## config.mk

```make
export PLATFORM = sky130hd
export DESIGN_NAME = rotary_encoder_button_decoder
export DESIGN_NICKNAME = d
export VERILOG_FILES = /design/src/design/reb_pkg.sv /design/src/design/reb_in_stage.sv /design/src/design/reb_core.sv /design/src/design/rotary_encoder_button_decoder.sv
export SDC_FILE = /design/constraint.sdc
export NUM_CORES = 1
export LEC_CHECK = 0
export BUFFER_PORTS_ARGS = -buffer_cell sky130_fd_sc_hd__clkbuf_2
export CAP_MARGIN = 5
export CORE_MARGIN = 5
export CORE_UTILIZATION = 55
export CTS_BUF_LIST = sky130_fd_sc_hd__clkbuf_16
export CTS_CLUSTER_DIAMETER = 120
export DETAILED_ROUTE_END_ITERATION = 10
export PLACE_DENSITY = 0.8
export RECOVER_POWER = 100
export SYNTH_ARGS = -nofsm -noshare
export SYNTH_HDL_FRONTEND = slang
export SYNTH_SLANG_ARGS = --single-unit
```

## constraint.sdc

```tcl
create_clock -name i_clk -period 4.01 [get_ports i_clk]
set_input_delay 0.401 -clock i_clk [delete_from_list [all_inputs] [get_ports i_clk]]
set_output_delay 0.401 -clock i_clk [all_outputs]
set_load 0.1 [all_outputs]
```

## src/design/reb_pkg.sv

```systemverilog
// Shared types, event codes and the quadrature direction table for the
// rotary encoder and button decoder. No dependencies.
`default_nettype none

package reb_pkg;

    localparam int unsigned ThrWidth = 3;
    localparam int unsigned AccWidth = 5;

    localparam logic [ThrWidth-1:0] THR_RESET = 3'd3;
    localparam logic [1:0]          AB_RESET  = 2'b11;

    typedef enum logic [2:0] {
        EV_NONE     = 3'd0,
        EV_CW       = 3'd1,
        EV_CCW      = 3'd2,
        EV_CW_HELD  = 3'd3,
        EV_CCW_HELD = 3'd4,
        EV_CLICK    = 3'd5
    } t_event;

    typedef enum logic {
        OP_CHANGE = 1'b0,
        OP_READ   = 1'b1
    } t_op;

    typedef struct packed {
        t_op  op;
        logic pin_a;
        logic pin_b;
        logic button_level;
        logic turn_lines_changed;
        logic button_line_changed;
    } t_item;

    // index: previous AB in bits 3:2, new AB in bits 1:0 (A in the low bit)
    localparam logic signed [1:0] DIR_TABLE [16] = '{
         2'sd0,  2'sd1, -2'sd1,  2'sd0,
        -2'sd1,  2'sd0,  2'sd0,  2'sd1,
         2'sd1,  2'sd0,  2'sd0, -2'sd1,
         2'sd0, -2'sd1,  2'sd1,  2'sd0
    };

endpackage

`default_nettype wire

```

## src/design/reb_in_stage.sv

```systemverilog
// Input register of the decoder: unpacks the slave-side transaction into an item.
// Depends on reb_pkg.
`default_nettype none

module reb_in_stage
    import reb_pkg::*;
(
    input  wire        i_clk,
    input  wire        i_rst_n,
    input  wire        s_axis_tvalid,
    output logic       s_axis_tready,
    input  wire  [7:0] s_axis_tdata,
    input  wire        s_axis_tuser,
    output logic       o_item_valid,
    output t_item      o_item,
    input  wire        i_item_take
);

    logic  r_valid;
    t_item r_item;
    t_item n_item;

    assign s_axis_tready = !r_valid || i_item_take;

    always_comb begin
        n_item.op                  = t_op'(s_axis_tuser);
        n_item.pin_a               = s_axis_tdata[0];
        n_item.pin_b               = s_axis_tdata[1];
        n_item.button_level        = s_axis_tdata[2];
        n_item.turn_lines_changed  = s_axis_tdata[3];
        n_item.button_line_changed = s_axis_tdata[4];
    end

    always_ff @(posedge i_clk) begin
        if (!i_rst_n) begin
            r_valid <= 1'b0;
        end else if (s_axis_tready) begin
            r_valid <= s_axis_tvalid;
        end
    end

    always_ff @(posedge i_clk) begin
        if (s_axis_tvalid && s_axis_tready) begin
            r_item <= n_item;
        end
    end

    assign o_item_valid = r_valid;
    assign o_item       = r_item;

endmodule

`default_nettype wire

```

## src/design/reb_core.sv

```systemverilog
// Decoder state, single-pass update and result register.
// Depends on reb_pkg.
`default_nettype none

module reb_core
    import reb_pkg::*;
(
    input  wire                 i_clk,
    input  wire                 i_rst_n,
    input  wire                 i_cfg_we,
    input  wire  [ThrWidth-1:0] i_cfg_wdata,
    input  wire                 i_item_valid,
    input  t_item               i_item,
    output logic                o_item_take,
    output logic                o_res_valid,
    output t_event              o_res_event,
    input  wire                 i_res_ready
);

    logic [ThrWidth-1:0]        r_thr;
    logic [1:0]                 r_prev_ab;
    logic [1:0]                 n_prev_ab;
    logic signed [AccWidth-1:0] r_acc;
    logic signed [AccWidth-1:0] n_acc;
    logic                       r_press;
    logic                       n_press;
    t_event                     r_event;
    t_event                     n_event;
    t_event                     n_res;
    logic                       r_res_valid;
    t_event                     r_res_event;
    logic signed [AccWidth-1:0] sum;
    logic signed [AccWidth-1:0] thr_s;
    logic [3:0]                 dir_idx;

    assign o_item_take = i_item_valid && (!r_res_valid || i_res_ready);

    always_comb begin
        n_prev_ab = r_prev_ab;
        n_acc     = r_acc;
        n_press   = r_press;
        n_event   = r_event;
        n_res     = r_event;
        dir_idx   = {r_prev_ab, i_item.pin_b, i_item.pin_a};
        thr_s     = $signed({{(AccWidth-ThrWidth){1'b0}}, r_thr});
        sum       = r_acc + AccWidth'(DIR_TABLE[dir_idx]);
        if (i_item.op == OP_READ) begin
            n_event = EV_NONE;
        end else begin
            if (i_item.turn_lines_changed) begin
                n_prev_ab = {i_item.pin_b, i_item.pin_a};
                n_acc     = sum;
                if (sum < -thr_s) begin
                    n_event = i_item.button_level ? EV_CCW : EV_CCW_HELD;
                    n_acc   = '0;
                end else if (sum > thr_s) begin
                    n_event = i_item.button_level ? EV_CW : EV_CW_HELD;
                    n_acc   = '0;
                end
                n_press = 1'b0;
            end
            if (i_item.button_line_changed) begin
                if (i_item.button_level) begin
                    if (n_press) begin
                        n_event = EV_CLICK;
                        n_press = 1'b0;
                    end
                end else begin
                    n_press = 1'b1;
                end
            end
            n_res = n_event;
        end
    end

    always_ff @(posedge i_clk) begin
        if (!i_rst_n) begin
            r_thr       <= THR_RESET;
            r_prev_ab   <= AB_RESET;
            r_acc       <= '0;
            r_press     <= 1'b0;
            r_event     <= EV_NONE;
            r_res_valid <= 1'b0;
        end else begin
            if (i_cfg_we) begin
                r_thr <= i_cfg_wdata;
            end
            if (o_item_take) begin
                r_prev_ab   <= n_prev_ab;
                r_acc       <= n_acc;
                r_press     <= n_press;
                r_event     <= n_event;
                r_res_valid <= 1'b1;
            end else if (i_res_ready) begin
                r_res_valid <= 1'b0;
            end
        end
    end

    always_ff @(posedge i_clk) begin
        if (o_item_take) begin
            r_res_event <= n_res;
        end
    end

    assign o_res_valid = r_res_valid;
    assign o_res_event = r_res_event;

`ifndef ASSERT_OFF
    a_acc_range: assert property (@(posedge i_clk) disable iff (!i_rst_n)
        (r_acc >= -5'sd8) && (r_acc <= 5'sd8))
        else $error("step accumulator out of range");

    a_read_clears: assert property (@(posedge i_clk) disable iff (!i_rst_n)
        (o_item_take && i_item.op == OP_READ) |=>
            (r_event == EV_NONE) && (r_res_event == $past(r_event)))
        else $error("read transaction did not return and clear the event");

    a_idle_change: assert property (@(posedge i_clk) disable iff (!i_rst_n)
        (o_item_take && i_item.op == OP_CHANGE && !i_item.turn_lines_changed
            && !i_item.button_line_changed) |=>
            $stable(r_acc) && $stable(r_press) && $stable(r_event) && $stable(r_prev_ab))
        else $error("change transaction with no changed line altered state");

    a_click_needs_press: assert property (@(posedge i_clk) disable iff (!i_rst_n)
        (o_item_take && i_item.op == OP_CHANGE && !r_press) |=>
            (r_event != EV_CLICK) || ($past(r_event) == EV_CLICK))
        else $error("click latched without a pending press");
`endif

endmodule

`default_nettype wire

```

## src/design/rotary_encoder_button_decoder.sv

```systemverilog
// Top level of the rotary encoder and push button event decoder.
// Depends on reb_pkg, reb_in_stage and reb_core.
//
//  Channel   Direction  Carries
//  s_axis    in         tuser: op; tdata: pin_a, pin_b, button_level,
//                       turn_lines_changed, button_line_changed
//  m_axis    out        tdata: event_res
//  cfg       in         i_cfg_we, i_cfg_wdata: step_threshold
//
// One transaction per cycle while m_axis_tready keeps results flowing; each result
// passes the input register, then the result register, before it shows on m_axis.
// Synchronous active-low reset: threshold 3, previous AB 3, no event pending.
// A stalled result holds the result register; the input register takes one more
// transaction only while it is empty, and then s_axis_tready drops.
`default_nettype none

module rotary_encoder_button_decoder
    import reb_pkg::*;
(
    input  wire        i_clk,
    input  wire        i_rst_n,
    input  wire        i_cfg_we,
    input  wire  [2:0] i_cfg_wdata,
    input  wire        s_axis_tvalid,
    output logic       s_axis_tready,
    input  wire  [7:0] s_axis_tdata,   // [0] pin_a, [1] pin_b, [2] button_level,
                                       // [3] turn_lines_changed, [4] button_line_changed
    input  wire        s_axis_tuser,   // [0] op
    output logic       m_axis_tvalid,
    input  wire        m_axis_tready,
    output logic [7:0] m_axis_tdata    // [2:0] event_res
);

    logic   item_valid;
    t_item  item;
    logic   item_take;
    t_event res_event;

    reb_in_stage u_in_stage (
        .i_clk         (i_clk),
        .i_rst_n       (i_rst_n),
        .s_axis_tvalid (s_axis_tvalid),
        .s_axis_tready (s_axis_tready),
        .s_axis_tdata  (s_axis_tdata),
        .s_axis_tuser  (s_axis_tuser),
        .o_item_valid  (item_valid),
        .o_item        (item),
        .i_item_take   (item_take)
    );

    reb_core u_core (
        .i_clk        (i_clk),
        .i_rst_n      (i_rst_n),
        .i_cfg_we     (i_cfg_we),
        .i_cfg_wdata  (i_cfg_wdata),
        .i_item_valid (item_valid),
        .i_item       (item),
        .o_item_take  (item_take),
        .o_res_valid  (m_axis_tvalid),
        .o_res_event  (res_event),
        .i_res_ready  (m_axis_tready)
    );

    assign m_axis_tdata = {5'b0, res_event};

endmodule

`default_nettype wire
```

==> qor.tcl <==
set qor(result_of_the_run) {completed}
set qor(total_core_area_um2) 2710
set qor(worstHoldPathType) {input pin to register}
set qor(detail_route.vias_per_cell) 5.56
set qor(critPathTopFamily) {adder cells}
set qor(nNetsFinal) 214
set qor(synth_edf_count) 9
set qor(setup.worst_path.start_class) {register}
set qor(synthesis.area_per_instance_um2) 9.75
set qor(holdCritStartpoint) {s_axis_tdata[0]}
set qor(top_level_ports) 27
set qor(seq_power_share_pct) 43.7
set qor(leakage_uw) 0.000800
set qor(cts_htree_levels) 1
set qor(first_global_vias) 1179
set qor(clock_tree.buffer_depth) 2
set qor(power_frac_comb_pct) 22.3
set qor(route.detailed.wl_per_inst_um) 13.6
set qor(criticalPathCategory) {register to register}
set qor(postLayoutCellArea_um2) 1730
set qor(worst_r2r_path_depth) 16
set qor(max-vdd-ir-drop_uv) 297
set qor(post-dp-hpwl_mm) 2.22
set qor(critPathMostFrequentCell) {sky130_fd_sc_hd__inv_1}
set qor(cts_root_buf) {sky130_fd_sc_hd__clkbuf_16}
set qor(insertedDiodeCount) 0
set qor(largest_clock_skew_in_the_final_design_ns) 0.00210
set qor(synth_seq_cells) 25
set qor(tritoncts) {built}
set qor(setup-tns-final_ns) 0
set qor(synth.top_cells.by_area) {sky130_fd_sc_hd__dfxtp_1 (21%), sky130_fd_sc_hd__edfxtp_1 (18%), sky130_fd_sc_hd__ha_1 (15%), sky130_fd_sc_hd__inv_1 (4.2%), sky130_fd_sc_hd__nor2b_1 (4.1%)}
set qor(floorplan.die.height_um) 62.6
set qor(num-fill-cells) 232
set qor(power_density_nw_per_um2) 376
set qor(timing.critical_path.slowest_cell_delay_ns) 0.41
set qor(synth_seq_area_share_pct) 38.8
set qor(initial_utilization_pct) 56.1
set qor(r2r-end) {u_core.o_res_event[2]$_DFFE_PP_}
set qor(postPlaceCellArea_um2) 1630
set qor(power.clock.fraction_pct) 34.0
set qor(grt.overflow.total) 0
set qor(reg2reg_slack_ns) 0.18
set qor(final_cell_mix) {sky130_fd_sc_hd__inv_1 (17), sky130_fd_sc_hd__ha_1 (17), sky130_fd_sc_hd__dfxtp_1 (16)}
set qor(timing.critical_path.required_ns) 4.02
set qor(max-slew-margin-rel_pct) 21.8
set qor(yosys_most_used_dff) {sky130_fd_sc_hd__dfxtp_1}
set qor(port_buffers) 18
set qor(clk_pin_slew_worst_paths_ns) 0.06
set qor(synth.top_cell.area_share_pct) 21.1
set qor(post_detailed_routing_wire_length_mm) 2.83
set qor(max_cap_viol_count) 0
set qor(flow.area_growth_from_synthesis_pct) 13.5
set qor(sw_frac_of_total_pct) 29.2
set qor(gpl.final_weighted_congestion) 0.779
set qor(tightest_slew_ns) 1.18
set qor(cts_made_buffers) 3
set qor(grt_start_max_net_pins) 21
set qor(finalHoldViolations) 0
set qor(finalWorstPathRequiredPeriod_ns) 3.83
set qor(gr-usage-all-layers_pct) 14.7
set qor(holdWs_ns) 0.313
set qor(cp_cell_sequence) {inv_1 > ha_1 > xnor2_1 > xnor2_1 > ha_2 > inv_1 > fa_1 > o21ai_1 > xnor3_1 > ha_1 > nand2_1 > o22ai_2 > nand2_2 > inv_1 > a221o_1 > mux2_2}
set qor(firstDrtPassIters) 4
set qor(drt_iter0_drc) 48
set qor(crit_path_end_kind) {register}
set qor(netlist_instances) 156
set qor(cts.sinks) 25
set qor(clock.fmax_mhz) 261
set qor(post_route_cells_drive_above_1_share_pct) 16.4
set qor(total_switching_power_uw) 190
set qor(clock_insertion_delay_at_the_later_pin_of_the_skew_report_ns) 0.26
set qor(worst_hold_path.num_cells) 1
set qor(critical_path.slowest_cell) {sky130_fd_sc_hd__edfxtp_1}
set qor(dieWidth_um) 62.6
set qor(hold_fix_buffers_at_cts) 0
set qor(arrival_ns) 3.84
set qor(rows) 19
set qor(final-max-slew-violation-count) 0
set qor(setup_viol) 0
set qor(grt_first_pass_wirelength_mm) 4.73
set qor(netlist.top_cell.by_area) {sky130_fd_sc_hd__dfxtp_1}
set qor(min_delay_worst_endpoint) {u_in_stage.o_item[4]$_DFFE_PP_}
set qor(cellInternalPower_uw) 459
set qor(netlist-cell-type-count) 40
set qor(worst_r2r_startpoint) {u_in_stage.o_item[4]$_DFFE_PP_}
set qor(detail_route.drc_violations) 0
set qor(drt.antenna.violating_nets) 0
set qor(timing.final.crit_share_pct) 95.4
set qor(num_vias) 1157
set qor(antenna_found_initial) 0
set qor(die_area_um2) 3920
set qor(worstPathMaxFanout) 5
set qor(critical_path_buf_inv_count) 3
set qor(yosys_warnings) 0
set qor(ys_async_sr_fraction_pct) 0
set qor(mappedNetlistArea_um2) 1520
-- worst max-delay path by stage --
stage                                    from                               to  slack, ns  cells after the start
5_1_grt        u_in_stage.o_item[4]$_DFFE_PP_  u_core.o_res_event[2]$_DFFE_PP_      -0.07                     16
6_report       u_in_stage.o_item[4]$_DFFE_PP_  u_core.o_res_event[2]$_DFFE_PP_       0.18                     16
4_1_cts        u_in_stage.o_item[3]$_DFFE_PP_  u_core.o_res_event[2]$_DFFE_PP_       0.06                     14
3_3_place_gp   u_in_stage.o_item[3]$_DFFE_PP_  u_core.o_res_event[2]$_DFFE_PP_       0.17                     14
3_5_place_dp   u_in_stage.o_item[3]$_DFFE_PP_  u_core.o_res_event[2]$_DFFE_PP_       0.08                     14
2_1_floorplan  u_in_stage.o_item[3]$_DFFE_PP_  u_core.o_res_event[2]$_DFFE_PP_       0.41                     14
-- synthesized netlist by cell type (4+ instances only) --
| library cell | instances |
|---|---|
| sky130_fd_sc_hd__dfxtp_1 | 16 |
| sky130_fd_sc_hd__buf_4 | 5 |
| sky130_fd_sc_hd__a21oi_1 | 6 |
| sky130_fd_sc_hd__nand2_1 | 12 |
| sky130_fd_sc_hd__ha_1 | 18 |
| sky130_fd_sc_hd__o211ai_1 | 5 |
| sky130_fd_sc_hd__nand3_1 | 6 |
| sky130_fd_sc_hd__nor2_1 | 4 |
| sky130_fd_sc_hd__nor2b_1 | 10 |
| sky130_fd_sc_hd__edfxtp_1 | 9 |
| sky130_fd_sc_hd__clkbuf_1 | 4 |
| sky130_fd_sc_hd__a22oi_1 | 4 |
| sky130_fd_sc_hd__inv_1 | 17 |
| sky130_fd_sc_hd__o21ai_0 | 7 |
-- metal layers --
| metal | wire [um] | up-vias | global-route usage [%] |
|---|---|---|---|
| met5 | 0 | - | 0 |
| met4 | 53 | 0 | 7.43 |
| met3 | 148 | 5 | 2.52 |
| met2 | 1450 | 34 | 26.7 |
| met1 | 1180 | 535 | 16.2 |
| li1 | - | 583 | - |
-- state kept, by name, indices dropped and copies added, names as in the netlist --
signal,cells
u_in_stage.o_item,6
u_core.r_acc,5
u_core.o_res_event,3
u_core.r_event,3
u_core.r_thr,3
u_core.r_prev_ab,2
u_core.o_res_valid,1
u_core.r_press,1
u_in_stage.o_item_valid,1
-- worst reg2reg max path: cells and delay by family, from the launching register on --
family          cells  cell delay (ns)
simple gates        2             0.20
compound gates      3             0.62
flops               1             0.41
xor+xnor            3             0.61
fa+ha+maj           4             1.23
mux                 1             0.28
buf+inv             3             0.24
-- power groups by stage --
stage          Sequential [uW]  Combinational (uW)  Clock [uW]
2_1_floorplan              303                 100           0
3_3_place_gp               288                 134           0
3_5_place_dp               289                 140           0
4_1_cts                    284                 141         229
5_1_grt                    285                 158         239
6_report                   284                 145         221
-- per-stage QoR --
step / setup WS [ns] / cells / power [uW] / util (%)
after CTS: 0.0641 / 206 / 654 / 63.0
after global routing: -0.0677 / 208 / 682 / 63.7
final: 0.183 / 208 / 649 / 63.7
after global placement: 0.174 / 202 / 423 / 60.1
after floorplan: 0.408 / 160 / 403 / -
after detailed placement: 0.0787 / 202 / 429 / 60.1
-- layout make-up --
type | count | area, um^2 | area share, %
multi-input cells | 108 | 837 | 48.5
flip-flops and latches | 25 | 591 | 34.2
repair buffers | 22 | 113 | 6.52
clock buffers | 3 | 75.1 | 4.35
inverters | 18 | 67.6 | 3.91
well taps | 31 | 38.8 | 2.25
clock inverters | 1 | 5.00 | 0.290
-- cell families after synthesis --
family                   synth area share (%)
flip-flops                               38.8
AND/OR/NAND/NOR                          14.0
other                                   0.246
XOR/XNOR                                 3.78
adder cells (fa/ha/maj)                  16.1
buffers and inverters                    7.89
AO/OA/AOI/OAI                            15.6
multiplexers                             3.54
-- timing repair --
| action | CTS | global route |
|---|---|---|
| setup endpoints to repair | 0 | 3 |
| setup buffers | 0 | 2 |
| endpoints found under the hold margin | 0 | 0 |
| gates resized for setup | 0 | 4 |
(Power assumes the default switching activity.)
